## src/hw/rtl/pcs_pkg.sv

```systemverilog
// ----------------------------------------------------------------------------
// pcs_pkg
// Shared types, codes and the sample conversion for the precharge sequencer.
// ----------------------------------------------------------------------------
package pcs_pkg;

	localparam int MvW      = 12;
	localparam int PollW    = 16;
	localparam int StableW  = 8;
	localparam int CfgIdxW  = 3;
	localparam int CfgDataW = 16;

	localparam logic [MvW-1:0]     FullScaleMv = 12'd3300;
	localparam logic [MvW:0]       AdcMax      = 13'd4095;
	localparam logic [PollW-1:0]   PollMax     = 16'hFFFF;
	localparam logic [StableW-1:0] StableMax   = 8'hFF;

	typedef enum logic [1:0] {
		CMD_POLL      = 2'd0,
		CMD_START     = 2'd1,
		CMD_PRECHARGE = 2'd2,
		CMD_CONTACTOR = 2'd3
	} cmd_t;

	typedef enum logic [2:0] {
		PH_IDLE   = 3'd0,
		PH_ADC    = 3'd1,
		PH_FIXED  = 3'd2,
		PH_SETTLE = 3'd3,
		PH_CLOSED = 3'd4
	} phase_t;

	typedef enum logic [1:0] {
		OUT_NONE     = 2'd0,
		OUT_COMPLETE = 2'd1,
		OUT_ADC_FAIL = 2'd2,
		OUT_TIMEOUT  = 2'd3
	} outcome_t;

	typedef enum logic [CfgIdxW-1:0] {
		REG_USE_ADC_GATE  = 3'd0,
		REG_REQUIRE_ADC   = 3'd1,
		REG_THRESHOLD     = 3'd2,
		REG_MIN_DWELL     = 3'd3,
		REG_TIMEOUT       = 3'd4,
		REG_STABLE_REQ    = 3'd5,
		REG_FIXED_DELAY   = 3'd6,
		REG_SETTLE        = 3'd7
	} reg_idx_t;

	typedef struct packed {
		logic               use_adc_gate;
		logic               require_adc;
		logic [MvW-1:0]     threshold_sensor_mv;
		logic [PollW-1:0]   min_dwell_polls;
		logic [PollW-1:0]   timeout_polls;
		logic [StableW-1:0] stable_required;
		logic [PollW-1:0]   fixed_delay_polls;
		logic [PollW-1:0]   settle_polls;
	} cfg_t;

	typedef struct packed {
		cmd_t           cmd;
		logic           enable;
		logic           adc_valid;
		logic [MvW-1:0] adc_raw;
	} item_t;

	typedef struct packed {
		phase_t             phase;
		logic               precharge;
		logic               contactor;
		logic [PollW-1:0]   elapsed;
		logic [StableW-1:0] stable;
		outcome_t           outcome;
		logic [MvW-1:0]     latest_mv;
	} seq_state_t;

	// raw * 3300 / 4095, truncated. With q0 = x >> 12 the remainder against
	// 4095 is (x mod 4096) + q0, which stays below twice 4095.
	function automatic logic [MvW-1:0] to_sensor_mv(input logic [MvW-1:0] raw);
		logic [2*MvW-1:0] prod;
		logic [MvW-1:0]   q0;
		logic [MvW:0]     rem;
		prod = {{MvW{1'b0}}, raw} * {{MvW{1'b0}}, FullScaleMv};
		q0   = prod[2*MvW-1:MvW];
		rem  = {1'b0, prod[MvW-1:0]} + {1'b0, q0};
		return q0 + {{(MvW-1){1'b0}}, (rem >= AdcMax)};
	endfunction

	function automatic logic [PollW-1:0] sat_inc(input logic [PollW-1:0] v);
		return (v == PollMax) ? v : v + 16'd1;
	endfunction

endpackage

```

## src/hw/rtl/pcs_step.sv

```systemverilog
// ----------------------------------------------------------------------------
// pcs_step
// Next-state logic of the sequencer for one accepted item.
// ----------------------------------------------------------------------------
module pcs_step (
	input  pcs_pkg::cfg_t       cfg,
	input  pcs_pkg::item_t      item,
	input  pcs_pkg::seq_state_t cur,
	output pcs_pkg::seq_state_t nxt
);
	import pcs_pkg::*;

	logic [MvW-1:0]     mv_new;
	logic [StableW-1:0] need;
	logic [StableW-1:0] stable_inc;

	assign mv_new     = to_sensor_mv(item.adc_raw);
	assign need       = (cfg.stable_required == '0) ? 8'd1 : cfg.stable_required;
	assign stable_inc = (cur.stable == StableMax) ? cur.stable : cur.stable + 8'd1;

	always_comb begin
		logic             do_fixed;
		logic             do_done;
		logic             do_finish;
		logic [PollW-1:0] e_inc;
		nxt       = cur;
		do_fixed  = 1'b0;
		do_done   = 1'b0;
		do_finish = 1'b0;
		e_inc     = sat_inc(cur.elapsed);
		case (item.cmd)
			CMD_START: begin
				nxt.elapsed   = '0;
				nxt.stable    = '0;
				nxt.outcome   = OUT_NONE;
				nxt.contactor = 1'b0;
				nxt.precharge = 1'b1;
				if (cfg.use_adc_gate && item.adc_valid) begin
					nxt.phase = PH_ADC;
				end else if (cfg.use_adc_gate && cfg.require_adc) begin
					nxt.precharge = 1'b0;
					nxt.phase     = PH_IDLE;
					nxt.outcome   = OUT_ADC_FAIL;
				end else begin
					do_fixed = 1'b1;
				end
			end
			CMD_PRECHARGE: begin
				nxt.precharge = item.enable;
			end
			CMD_CONTACTOR: begin
				nxt.contactor = item.enable;
			end
			default: begin
				if (item.adc_valid) begin
					nxt.latest_mv = mv_new;
				end
				case (cur.phase)
					PH_ADC: begin
						if (!item.adc_valid) begin
							nxt.precharge = 1'b0;
							nxt.contactor = 1'b0;
							nxt.phase     = PH_IDLE;
							nxt.outcome   = OUT_ADC_FAIL;
						end else begin
							if (cur.elapsed >= cfg.min_dwell_polls) begin
								if (mv_new >= cfg.threshold_sensor_mv) begin
									nxt.stable = stable_inc;
									do_done    = (stable_inc >= need);
								end else begin
									nxt.stable = '0;
								end
							end
							if (!do_done) begin
								if (cur.elapsed >= cfg.timeout_polls) begin
									nxt.precharge = 1'b0;
									nxt.contactor = 1'b0;
									nxt.phase     = PH_IDLE;
									nxt.outcome   = OUT_TIMEOUT;
								end else begin
									nxt.elapsed = e_inc;
								end
							end
						end
					end
					PH_FIXED: begin
						nxt.elapsed = e_inc;
						do_done     = (e_inc >= cfg.fixed_delay_polls);
					end
					PH_SETTLE: begin
						nxt.elapsed = e_inc;
						do_finish   = (e_inc >= cfg.settle_polls);
					end
					default: begin
					end
				endcase
			end
		endcase
		if (do_fixed) begin
			nxt.phase = PH_FIXED;
			do_done   = (cfg.fixed_delay_polls == '0);
		end
		// precharge reached: close the contactor and start settling
		if (do_done) begin
			nxt.contactor = 1'b1;
			nxt.elapsed   = '0;
			nxt.phase     = PH_SETTLE;
			do_finish     = (cfg.settle_polls == '0);
		end
		if (do_finish) begin
			nxt.precharge = 1'b0;
			nxt.phase     = PH_CLOSED;
			nxt.outcome   = OUT_COMPLETE;
		end
	end

endmodule

```

## src/hw/rtl/precharge_contactor_sequencer.sv

```systemverilog
// ----------------------------------------------------------------------------
// precharge_contactor_sequencer
// DC-bus precharge and main contactor sequencer, one result per item.
// ----------------------------------------------------------------------------
// Takes one item per clock while in_stall is low and returns one result per
// item: the item is captured in an input register, then the next-state logic
// (sample conversion, compare and count) updates the sequencer state once the
// result slot is free. The state registers are the result register, so a
// result shows the relay drives, phase, outcome and counters after its item.
// The input side keeps taking items while a result waits, up to one item held
// in the input register. The user must write configuration registers through
// the plain write port while no item is in flight; the block does not check.
module precharge_contactor_sequencer (
	input  logic                            clk,
	input  logic                            arst_n,
	input  logic                            in_valid,
	output logic                            in_stall,
	input  logic [1:0]                      cmd,
	input  logic                            enable,
	input  logic                            adc_valid,
	input  logic [11:0]                     adc_raw,
	output logic                            out_valid,
	input  logic                            out_stall,
	output logic                            precharge_on,
	output logic                            contactor_on,
	output logic [2:0]                      phase,
	output logic [1:0]                      outcome,
	output logic [11:0]                     sensor_mv,
	output logic [15:0]                     elapsed_polls,
	output logic [7:0]                      stable_count,
	input  logic                            cfg_we,
	input  logic [pcs_pkg::CfgIdxW-1:0]     cfg_index,
	input  logic [pcs_pkg::CfgDataW-1:0]    cfg_data
);
	import pcs_pkg::*;

	cfg_t       cfg_q;
	item_t      item_s1;
	logic       valid_s1;
	seq_state_t state_q;
	seq_state_t state_nxt;
	logic       out_valid_q;
	logic       advance;
	logic       in_take;

	// move the held item into the state when the result slot is free
	assign advance  = valid_s1 && (!out_valid_q || !out_stall);
	assign in_stall = valid_s1 && !advance;
	assign in_take  = in_valid && !in_stall;

	always_ff @(posedge clk or negedge arst_n) begin
		if (!arst_n) begin
			cfg_q.use_adc_gate        <= 1'b1;
			cfg_q.require_adc         <= 1'b1;
			cfg_q.threshold_sensor_mv <= 12'd3300;
			cfg_q.min_dwell_polls     <= 16'd10;
			cfg_q.timeout_polls       <= 16'd400;
			cfg_q.stable_required     <= 8'd3;
			cfg_q.fixed_delay_polls   <= 16'd400;
			cfg_q.settle_polls        <= 16'd5;
		end else if (cfg_we) begin
			case (reg_idx_t'(cfg_index))
				REG_USE_ADC_GATE: cfg_q.use_adc_gate        <= cfg_data[0];
				REG_REQUIRE_ADC:  cfg_q.require_adc         <= cfg_data[0];
				REG_THRESHOLD:    cfg_q.threshold_sensor_mv <= cfg_data[MvW-1:0];
				REG_MIN_DWELL:    cfg_q.min_dwell_polls     <= cfg_data;
				REG_TIMEOUT:      cfg_q.timeout_polls       <= cfg_data;
				REG_STABLE_REQ:   cfg_q.stable_required     <= cfg_data[StableW-1:0];
				REG_FIXED_DELAY:  cfg_q.fixed_delay_polls   <= cfg_data;
				REG_SETTLE:       cfg_q.settle_polls        <= cfg_data;
				default: begin
				end
			endcase
		end
	end

	always_ff @(posedge clk or negedge arst_n) begin
		if (!arst_n) begin
			valid_s1 <= 1'b0;
		end else if (in_take) begin
			valid_s1 <= 1'b1;
		end else if (advance) begin
			valid_s1 <= 1'b0;
		end
	end

	always_ff @(posedge clk) begin
		if (in_take) begin
			item_s1.cmd       <= cmd_t'(cmd);
			item_s1.enable    <= enable;
			item_s1.adc_valid <= adc_valid;
			item_s1.adc_raw   <= adc_raw;
		end
	end

	pcs_step u_step (
		.cfg  (cfg_q),
		.item (item_s1),
		.cur  (state_q),
		.nxt  (state_nxt)
	);

	always_ff @(posedge clk or negedge arst_n) begin
		if (!arst_n) begin
			state_q.phase     <= PH_IDLE;
			state_q.precharge <= 1'b0;
			state_q.contactor <= 1'b0;
			state_q.elapsed   <= '0;
			state_q.stable    <= '0;
			state_q.outcome   <= OUT_NONE;
			state_q.latest_mv <= '0;
			out_valid_q       <= 1'b0;
		end else begin
			if (advance) begin
				state_q     <= state_nxt;
				out_valid_q <= 1'b1;
			end else if (!out_stall) begin
				out_valid_q <= 1'b0;
			end
		end
	end

	assign out_valid     = out_valid_q;
	assign precharge_on  = state_q.precharge;
	assign contactor_on  = state_q.contactor;
	assign phase         = state_q.phase;
	assign outcome       = state_q.outcome;
	assign sensor_mv     = state_q.latest_mv;
	assign elapsed_polls = state_q.elapsed;
	assign stable_count  = state_q.stable;

endmodule

```

## config.mk

```make
export PLATFORM = sky130hd
export DESIGN_NAME = precharge_contactor_sequencer
export DESIGN_NICKNAME = d
export VERILOG_FILES = /design/src/hw/rtl/pcs_pkg.sv /design/src/hw/rtl/pcs_step.sv /design/src/hw/rtl/precharge_contactor_sequencer.sv
export SDC_FILE = /design/constraint.sdc
export NUM_CORES = 1
export LEC_CHECK = 0
export ABC_CLOCK_PERIOD_IN_PS = 8100
export BUFFER_PORTS_ARGS = -buffer_cell sky130_fd_sc_hd__buf_2
export CAP_MARGIN = 20
export CELL_PAD_IN_SITES_DETAIL_PLACEMENT = 1
export CELL_PAD_IN_SITES_GLOBAL_PLACEMENT = 2
export CORE_ASPECT_RATIO = 0.8
export CORE_MARGIN = 1
export CORE_UTILIZATION = 36
export CTS_BUF_LIST = sky130_fd_sc_hd__clkbuf_16
export CTS_CLUSTER_DIAMETER = 40
export DETAILED_ROUTE_END_ITERATION = 8
export PLACE_DENSITY_LB_ADDON = 0.1
export SLEW_MARGIN = 20
export SYNTH_ARGS = -nofsm -noshare
export SYNTH_HDL_FRONTEND = slang
export SYNTH_SLANG_ARGS = --single-unit
```

## constraint.sdc

```tcl
create_clock -name clk -period 8.1 [get_ports clk]
set_clock_uncertainty 0.05 [all_clocks]
set_input_delay 0.81 -clock clk [delete_from_list [all_inputs] [get_ports clk]]
set_output_delay 0.81 -clock clk [all_outputs]
set_load 0.01 [all_outputs]
```

==> results of run 1 <==
[worst min-delay path by stage]
stage / from / end / slack [ps] / cells after the start
after floorplan: valid_s1$_DFFE_PN0P_ / out_valid$_DFFE_PN0P_ / 420 / 1
after global placement: cfg_q[67]$_DFFE_PN0P_ / cfg_q[67]$_DFFE_PN0P_ / 440 / 1
after detailed placement: sensor_mv[6]$_DFFE_PN0P_ / sensor_mv[6]$_DFFE_PN0P_ / 440 / 1
after CTS: arst_n / cfg_q[52]$_DFFE_PN0P_ / 350 / 1
after global routing: arst_n / cfg_q[52]$_DFFE_PN0P_ / 370 / 1
final: arst_n / cfg_q[52]$_DFFE_PN0P_ / 320 / 1
[final cells by class]
class                   instances  share of cell area [%]
clock buffers                  17                    2.90
clock inverters                15                   0.973
inverters                     142                    3.64
multi-input cells             827                    51.7
flip-flops and latches        147                    25.8
well taps                     413                    3.53
repair buffers                239                    11.4
[through the flow]
step                instances  worst slack, ps  utilization [%]  TNS [ps]
floorplan                1138             5.26                -         0
global placement         1721            -1160             42.9    -27660
detailed placement       1722            -1230             42.9    -30300
CTS                      1779             -589             46.5    -12240
global route             1800            -1190             47.9    -31030
finish                   1800             -846             47.9    -20490
[synthesized netlist by cell type, drive strengths merged, types with 5 or more instances]
master  count  share of area (%)
xor2       15                1.2
fa         29                5.2
nand4      23                1.3
nand2b      9               0.50
nor2b       7               0.39
o21ai      77                3.4
xnor2      39                3.1
dfrtp     111                 25
mux2       75                7.5
o211ai     11               0.78
and2        5               0.28
o31ai       5               0.33
nand2      92                3.1
a21o       21                1.4
ha        176                 20
nor2       37                1.2
o21bai      5               0.33
nor3       11               0.53
a211oi      7               0.47
and3        9               0.50
a21oi      55                2.5
o21a        7               0.47
nor4       17                1.1
dfstp      20                4.7
inv       142                4.7
a31oi       5               0.28
edfxtp     16                4.3
a22o        7               0.54
clkbuf     20               0.67
nand3      32                1.4
[report_power, final]
group	switching, uW	internal [uW]
Sequential	122	914
Clock	343	450
Combinational	2620	2550
[what timing repair did]
item                       CTS  global route
setup endpoints to repair   31            31
cloned                       2             1
hold endpoints to repair     0             0
pin swaps                   64            65
hold buffers                 0             0
setup buffers               23            19
resized for setup           73            50
[layer usage]
layer | up-vias | track usage [%]
met5 | - | 0
met4 | 0 | 4.16
met3 | 23 | 4.56
met2 | 124 | 32.6
met1 | 4697 | 37.6
li1 | 4493 | -
[logic make-up (layout without fill, tap and decap cells)]
logic type,Yosys count,after routing,synth area share [%]
simple gates,261,261,11.5
compound gates,229,229,12.7
fa+ha+maj,205,205,24.7
buf+inv,165,413,5.52
flops,147,147,33.6
mux,77,78,7.68
xor+xnor,54,54,4.27
[state kept, by name, summed over array words and instances (netlist names), 2 cells and up]
register	flops
elapsed_polls	16
cfg_q	86
item_s1	16
outcome	2
stable_count	8
sensor_mv	12
phase	3
==> impl_metrics.yaml, run 1 <==
route:
  vias: 9337
  avgViaCountPerCell: 5.19
  top_layer_used: "met4"
  first_pass_iters: 4
  wl_met1_um: 19700
  drt-total-wl_um: 36200
  wl_met2_um: 14900
  drc: 0
  wire_per_inst_um: 20.1
  drtAntennaViolNets: 0
  dr_wl_met3_um: 1270
  first_iter_violations: 357
worst_setup_path:
  r2r_end: "elapsed_polls[0]$_DFFE_PN0P_"
  reg2reg_slack_ps: -850
  start_kind: "register"
  ff2ff_path_depth: 44
  cp_max_fo: 6
  worst_ep_required_time_ps: 8430
  crit_family: "adder cells"
  worstPathArrival_ps: 9280
  crit_start: "item_s1[2]$_DFFE_PP_"
  slowest_delay_ps: 510
  endpoint_kind: "register"
  criticalPathCategory: "register to register"
  endpoint: "elapsed_polls[0]$_DFFE_PN0P_"
  rr_startpoint: "item_s1[2]$_DFFE_PP_"
  path_buf_inv: 8
  path_depth: 44
  cpMaxStageDelayCell: "fa_1"
  cp_common_cell: "buf_4"
sta:
  hold_viol_final: 0
  rsz0062_at_grt: "true"
  worst_slack_ps: -846
  fin_crit_ps: 8950
  max_slew.worst_pin.slew_ps: 998
  final-setup-viol-count: 31
  relSlewSlack_pct: 33.3
  max_freq_mhz: 112
  period_share_pct: 110
  drv_slew: 0
  hold_slack_ps: 321
logic_synthesis:
  ys_async_sr_fraction_pct: 89.1
  synth-edff-count: 16
  syn_area_sq_um: 11300
  yosysWarnings: 0
  syn-mean-instance-area_sq_um: 9.90
  synth_cells: 1138
  synth_seq_cells: 147
  syn_nets: 1383
  seq_area_frac_synth_pct: 33.6
  synth_ff_type: "dfrtp_1"
  ys_types: 65
power:
  p_leak_uw: 0.00713
  powerDensity_nw_per_um2: 477
  irDropWorstVdd_v: 0.000546
  p_total_uw: 7000
clocking:
  path_clk_slew_ps: 70
  insertion_delay_ps: 450
  cts_tree: "yes"
  cts.htree.levels: 4
  numCtsBuffers: 17
  clkSinkCount: 147
  cts_root_buf: "clkbuf_16"
  clockBufferDepth: 2
finish:
  multi_input_area_sq_um: 7590
  layout_commonest_cell: "ha_1"
  nets: 1619
  mostFrequentLayoutCells: "ha_1 (154), buf_4 (138), inv_1 (136)"
  fill_cells: 3401
  ff_latch_area_sq_um: 3780
  finalInstanceArea_sq_um: 14700
  drive_gt1_share_pct: 35.2
  syn_to_final_growth_pct: 30.1
  antennaDiodeCount: 0
run_status:
  status: "finished with violations"
  violations: "setup timing"
placed_design:
  place_area_sq_um: 13100
  dp_hpwl_um: 27800
  gp_congestion: 0.867
  portBuffers: 84
grt:
  grt_first_pass_wirelength_um: 56700
  grt_use_total_pct: 23.6
  grt_overflow: 0
  antenna_found_initial: 1
  grt_pass1_vias: 9726
  grt_max_degree: 69
die:
  rows: 57
  start_util_pct: 36.8
  coreArea_sq_um: 30600
  dieHeight_um: 160
  die_w_um: 200
  die_area_sq_um: 32000
  pin_count: 85
min_path:
  hp-class: "input port to asynchronous set/reset pin"
run:
  cap_viol_max_count: 0
Power figures use the tool's default switching activity.
==> inputs of run 2 (changes only) <==
--- a/config.mk
+++ b/config.mk
@@ -10,7 +10,6 @@
 export CAP_MARGIN = 20
 export CELL_PAD_IN_SITES_DETAIL_PLACEMENT = 1
 export CELL_PAD_IN_SITES_GLOBAL_PLACEMENT = 2
-export CORE_ASPECT_RATIO = 0.8
 export CORE_MARGIN = 1
 export CORE_UTILIZATION = 36
 export CTS_BUF_LIST = sky130_fd_sc_hd__clkbuf_16
==> impl_metrics.yaml, run 2 (same netlist as run 1, synthesis figures left out) <==
clocking:
  cts_root_buf: "clkbuf_16"
  path_clk_slew_ps: 70
  clkSinkCount: 147
  cts.htree.levels: 4
  numCtsBuffers: 17
  cts_tree: "yes"
  insertion_delay_ps: 450
  clockBufferDepth: 2
route:
  drtAntennaViolNets: 0
  drt-total-wl_um: 34000
  vias: 9210
  first_iter_violations: 332
  first_pass_iters: 4
  drc: 0
  avgViaCountPerCell: 5.21
  wire_per_inst_um: 19.2
die:
  start_util_pct: 36.7
  dieHeight_um: 179
  pin_count: 85
  rows: 64
  coreArea_sq_um: 30700
  die_area_sq_um: 32000
  die_w_um: 179
run:
  cap_viol_max_count: 0
sta:
  rsz0062_at_grt: "true"
  hold_slack_ps: 292
  period_share_pct: 108
  drv_slew: 0
  max_freq_mhz: 115
  relSlewSlack_pct: 36.8
  fin_crit_ps: 8720
  max_slew.worst_pin.slew_ps: 939
  final-setup-viol-count: 31
  hold_viol_final: 0
  worst_slack_ps: -625
finish:
  nets: 1604
  drive_gt1_share_pct: 34.8
  syn_to_final_growth_pct: 29.5
  regMostFlops: "cfg_q"
  antennaDiodeCount: 0
  largest_reg_flops: 86
  fin_util_pct: 47.6
  mostFrequentLayoutCells: "ha_1 (159), inv_1 (136), buf_4 (119)"
  layout_commonest_cell: "ha_1"
grt:
  grt_overflow: 0
  grt.busiest_layer: "met2"
  grtUsageMet1_pct: 28.8
  grt_first_pass_wirelength_um: 53800
  grt_pass1_vias: 9827
  grt_use_total_pct: 22.5
  grt_max_degree: 69
  grtUsageMet2_pct: 38.2
  grt_util_met3_pct: 3.52
  antenna_found_initial: 0
worst_setup_path:
  worstPathArrival_ps: 9050
  rr_startpoint: "item_s1[1]$_DFFE_PP_"
  crit_start: "item_s1[1]$_DFFE_PP_"
  criticalPathCategory: "register to register"
  ff2ff_path_depth: 41
  start_kind: "register"
  cpMaxStageDelayCell: "edfxtp_1"
  reg2reg_slack_ps: -620
  worst_ep_required_time_ps: 8430
  cp_max_fo: 5
  endpoint_kind: "register"
  r2r_end: "elapsed_polls[0]$_DFFE_PN0P_"
  slowest_delay_ps: 560
run_status:
  violations: "setup timing"
  status: "finished with violations"
placed_design:
  dp_hpwl_um: 26300
  gp_congestion: 0.813
  portBuffers: 84
min_path:
  hp-class: "input port to asynchronous set/reset pin"
power:
  powerDensity_nw_per_um2: 467
  p_leak_uw: 0.00706
  irDropWorstVdd_v: 0.000600
[run 2: cell count changes in the layout (fill, tap and decap cells not counted), moves of 4 or more]
cell,delta
nand2_1,-11
nand2_2,+8
inv_6,+4
buf_4,-19
a21oi_2,-4
ha_1,+5
clkinv_2,-4
ha_2,-7
[run 2: how the worst max path moves through the flow]
stage / to / slack [ps] / cells past startpoint
3_5_place_dp: elapsed_polls[13]$_DFFE_PN0P_ / -1070 / 39
4_1_cts: phase[0]$_DFFE_PN0P_ / -570 / 42
6_report: elapsed_polls[0]$_DFFE_PN0P_ / -620 / 41
5_1_grt: elapsed_polls[0]$_DFFE_PN0P_ / -1030 / 40
2_1_floorplan: elapsed_polls[0]$_DFFE_PN0P_ / 5 / 39
3_3_place_gp: elapsed_polls[8]$_DFFE_PN0P_ / -1000 / 40
[run 2: report_power, final]
part	switching (uW)	internal [uW]	leakage, uW	total, uW
Combinational	2430	2550	0.00504	4980
Clock	366	431	0.000277	797
Sequential	124	914	0.00175	1040
Total	2920	3890	0.00706	6810
[run 2: per-stage QoR]
step | instance area, sq um | worst slack, ps | setup TNS (ps) | power (uW) | instances
after floorplan | 11400 | 5.26 | 0 | 3490 | 1138
after global placement | 13100 | -1000 | -24270 | 5110 | 1699
after detailed placement | 13100 | -1070 | -25640 | 5180 | 1700
after CTS | 14400 | -566 | -13290 | 6680 | 1763
after global routing | 14600 | -1030 | -25270 | 7410 | 1768
final | 14600 | -625 | -13140 | 6810 | 1768
[run 2: worst max-delay path, delay by kind of cell (launching register included)]
kind,cells,cell delay (ps)
compound gates,15,2330
xor+xnor,4,610
fa+ha+maj,10,3220
buf+inv,4,430
flops,1,560
simple gates,8,1440
[run 2: timing repair]
action                                  CTS  global route
cloned                                    3             0
hold buffers                              0             0
endpoints found under the setup margin   31            31
gates resized for setup                 104            40
buffers inserted                         28             8
pin swaps                                85            33
[run 2: area by class of cell]
type,instances,area [sq um]
Inverter,142,533
Sequential cell,147,3780
Clock buffer,17,425
Tap cell,396,495
Multi-Input combinational cell,827,7630
Timing Repair Buffer,224,1570
Fill cell,3475,16100
Clock inverter,15,146
[run 2: per-layer routing]
layer	vias to the layer above	routed length [um]
met5	-	0
met4	0	725
met3	39	849
met2	106	16800
met1	4590	15700
li1	4475	-
==> inputs of run 3 (changes only) <==
--- a/config.mk
+++ b/config.mk
@@ -14,8 +14,10 @@
 export CORE_UTILIZATION = 36
 export CTS_BUF_LIST = sky130_fd_sc_hd__clkbuf_16
 export CTS_CLUSTER_DIAMETER = 40
+export CTS_CLUSTER_SIZE = 16
 export DETAILED_ROUTE_END_ITERATION = 8
 export PLACE_DENSITY_LB_ADDON = 0.1
+export RECOVER_POWER = 100
 export SLEW_MARGIN = 20
 export SYNTH_ARGS = -nofsm -noshare
 export SYNTH_HDL_FRONTEND = slang
==> impl_metrics.yaml, run 3 (same netlist as run 1, synthesis figures left out) <==
grt:
  grt_pass1_vias: 9827
  grt_util_met3_pct: 3.52
  grt_first_pass_wirelength_um: 53800
  grtUsageMet1_pct: 28.8
  grt_use_total_pct: 22.5
  antenna_found_initial: 0
  grt_max_degree: 69
  grt.busiest_layer: "met2"
  grt_overflow: 0
  grtUsageMet2_pct: 38.2
placed_design:
  place_area_sq_um: 13100
  dp_hpwl_um: 26300
  gp_congestion: 0.813
  dp.cells: 1700
  portBuffers: 84
sta:
  fin_crit_ps: 8720
  period_share_pct: 108
  worst_slack_ps: -620
  drv_slew: 134
  fin_setup_tns_ps: -13110
  rsz0062_at_grt: "true"
  relSlewSlack_pct: -142
  final-setup-viol-count: 31
  max_slew.worst_pin.slew_ps: 3630
  max_freq_mhz: 115
  hold_viol_final: 0
clocking:
  cts_root_buf: "clkbuf_16"
  cts.htree.levels: 4
  path_clk_slew_ps: 70
  clkSinkCount: 147
  numCtsBuffers: 17
  hold_buffers: 0
  insertion_delay_ps: 450
  clockBufferDepth: 2
  cts_tree: "yes"
route:
  avgViaCountPerCell: 5.20
  drt-total-wl_um: 34000
  first_pass_iters: 4
  wire_per_inst_um: 19.2
  vias: 9196
  drc: 0
  first_iter_violations: 326
  drtAntennaViolNets: 0
die:
  dieHeight_um: 179
  coreArea_sq_um: 30700
  rows: 64
  start_util_pct: 36.7
  die_w_um: 179
  pin_count: 85
  die_area_sq_um: 32000
finish:
  mostFrequentLayoutCells: "ha_1 (159), inv_1 (136), buf_4 (116)"
  fill_cells: 3488
  antennaDiodeCount: 0
  finalInstanceArea_sq_um: 14500
  ff_latch_area_sq_um: 3780
  nets: 1604
  layout_commonest_cell: "ha_1"
  largest_reg_flops: 86
  syn_to_final_growth_pct: 28.5
  multi_input_area_sq_um: 7620
  drive_gt1_share_pct: 30.8
  layout.cells.non_filler: 1768
  fin_util_pct: 47.2
  regMostFlops: "cfg_q"
power:
  p_leak_uw: 0.00686
  irDropWorstVdd_v: 0.000596
  powerDensity_nw_per_um2: 469
worst_setup_path:
  cpMaxStageDelayCell: "edfxtp_1"
  worstPathArrival_ps: 9050
  criticalPathCategory: "register to register"
  slowest_delay_ps: 560
  start_kind: "register"
  cp_max_fo: 5
  worst_ep_required_time_ps: 8430
  endpoint_kind: "register"
  crit_family: "adder cells"
  path_buf_inv: 4
run:
  cap_viol_max_count: 2
run_status:
  status: "finished with violations"
  violations: "capacitance limit, slew limit, setup timing"
min_path:
  hp-class: "register to register"
run 3: cell count changes in the layout (fill, tap and decap cells not counted), moves of 3 or more:
| cell | change |
|---|---|
| buf_2 | -46 |
| buf_4 | -3 |
| buf_6 | -3 |
| clkbuf_1 | +53 |
run 3: path summary, 6_finish.rpt:
check | from | to | slack, ps | depth (start not counted)
worst min register to register | cfg_q[35]$_DFFE_PN0P_ | cfg_q[35]$_DFFE_PN0P_ | 460 | 1
worst max-delay path | item_s1[1]$_DFFE_PP_ | elapsed_polls[0]$_DFFE_PN0P_ | -620 | 41
min in group asynchronous | arst_n | cfg_q[55]$_DFFE_PN0P_ | 1540 | 1
worst min-delay path | cfg_q[35]$_DFFE_PN0P_ | cfg_q[35]$_DFFE_PN0P_ | 460 | 1
worst max register to register | item_s1[1]$_DFFE_PP_ | elapsed_polls[0]$_DFFE_PN0P_ | -620 | 41
max in group asynchronous | arst_n | sensor_mv[10]$_DFFE_PN0P_ | 1690 | 2
run 3: layout make-up:
type                    count  share of cell area, %
clock buffers              17                   2.94
clock inverters            15                   1.01
inverters                 142                   3.68
multi-input cells         827                   52.7
flip-flops and latches    147                   26.1
well taps                 396                   3.42
repair buffers            224                   10.2
run 3: layer usage:
layer	vias to the layer above	part of all wire, %
li1	4474	-
met1	4583	46
met4	0	2.3
met2	97	49
met3	42	2.2
met5	-	0
run 3: timing repair:
| item | CTS | global route |
|---|---|---|
| setup buffers | 28 | 8 |
| cloned | 3 | 0 |
| resized for setup | 104 | 40 |
| setup endpoints to repair | 31 | 31 |
| hold endpoints to repair | 0 | 0 |
| pin swaps | 85 | 33 |
run 3: power breakdown:
| part | internal (uW) | switching (uW) | total, uW | leakage [uW] |
|---|---|---|---|---|
| clock network | 431 | 367 | 797 | 0.000277 |
| logic | 2530 | 2430 | 4960 | 0.00483 |
| registers | 914 | 125 | 1040 | 0.00175 |
| total | 3870 | 2920 | 6800 | 0.00686 |
run 3: worst register-to-register path: cells and delay by family, from the launching register on:
family | cells | cell delay (ps)
compound gates | 15 | 2330
xor+xnor | 4 | 610
fa+ha+maj | 10 | 3230
buf+inv | 4 | 430
flops | 1 | 560
simple gates | 8 | 1440
run 3: stage by stage:
stage	hold slack (ps)	setup WS (ps)	power [uW]
CTS	316	-566	6680
finish	457	-620	6800
global placement	439	-1000	5110
global route	464	-1030	7400
floorplan	421	5.26	3490
detailed placement	444	-1070	5180
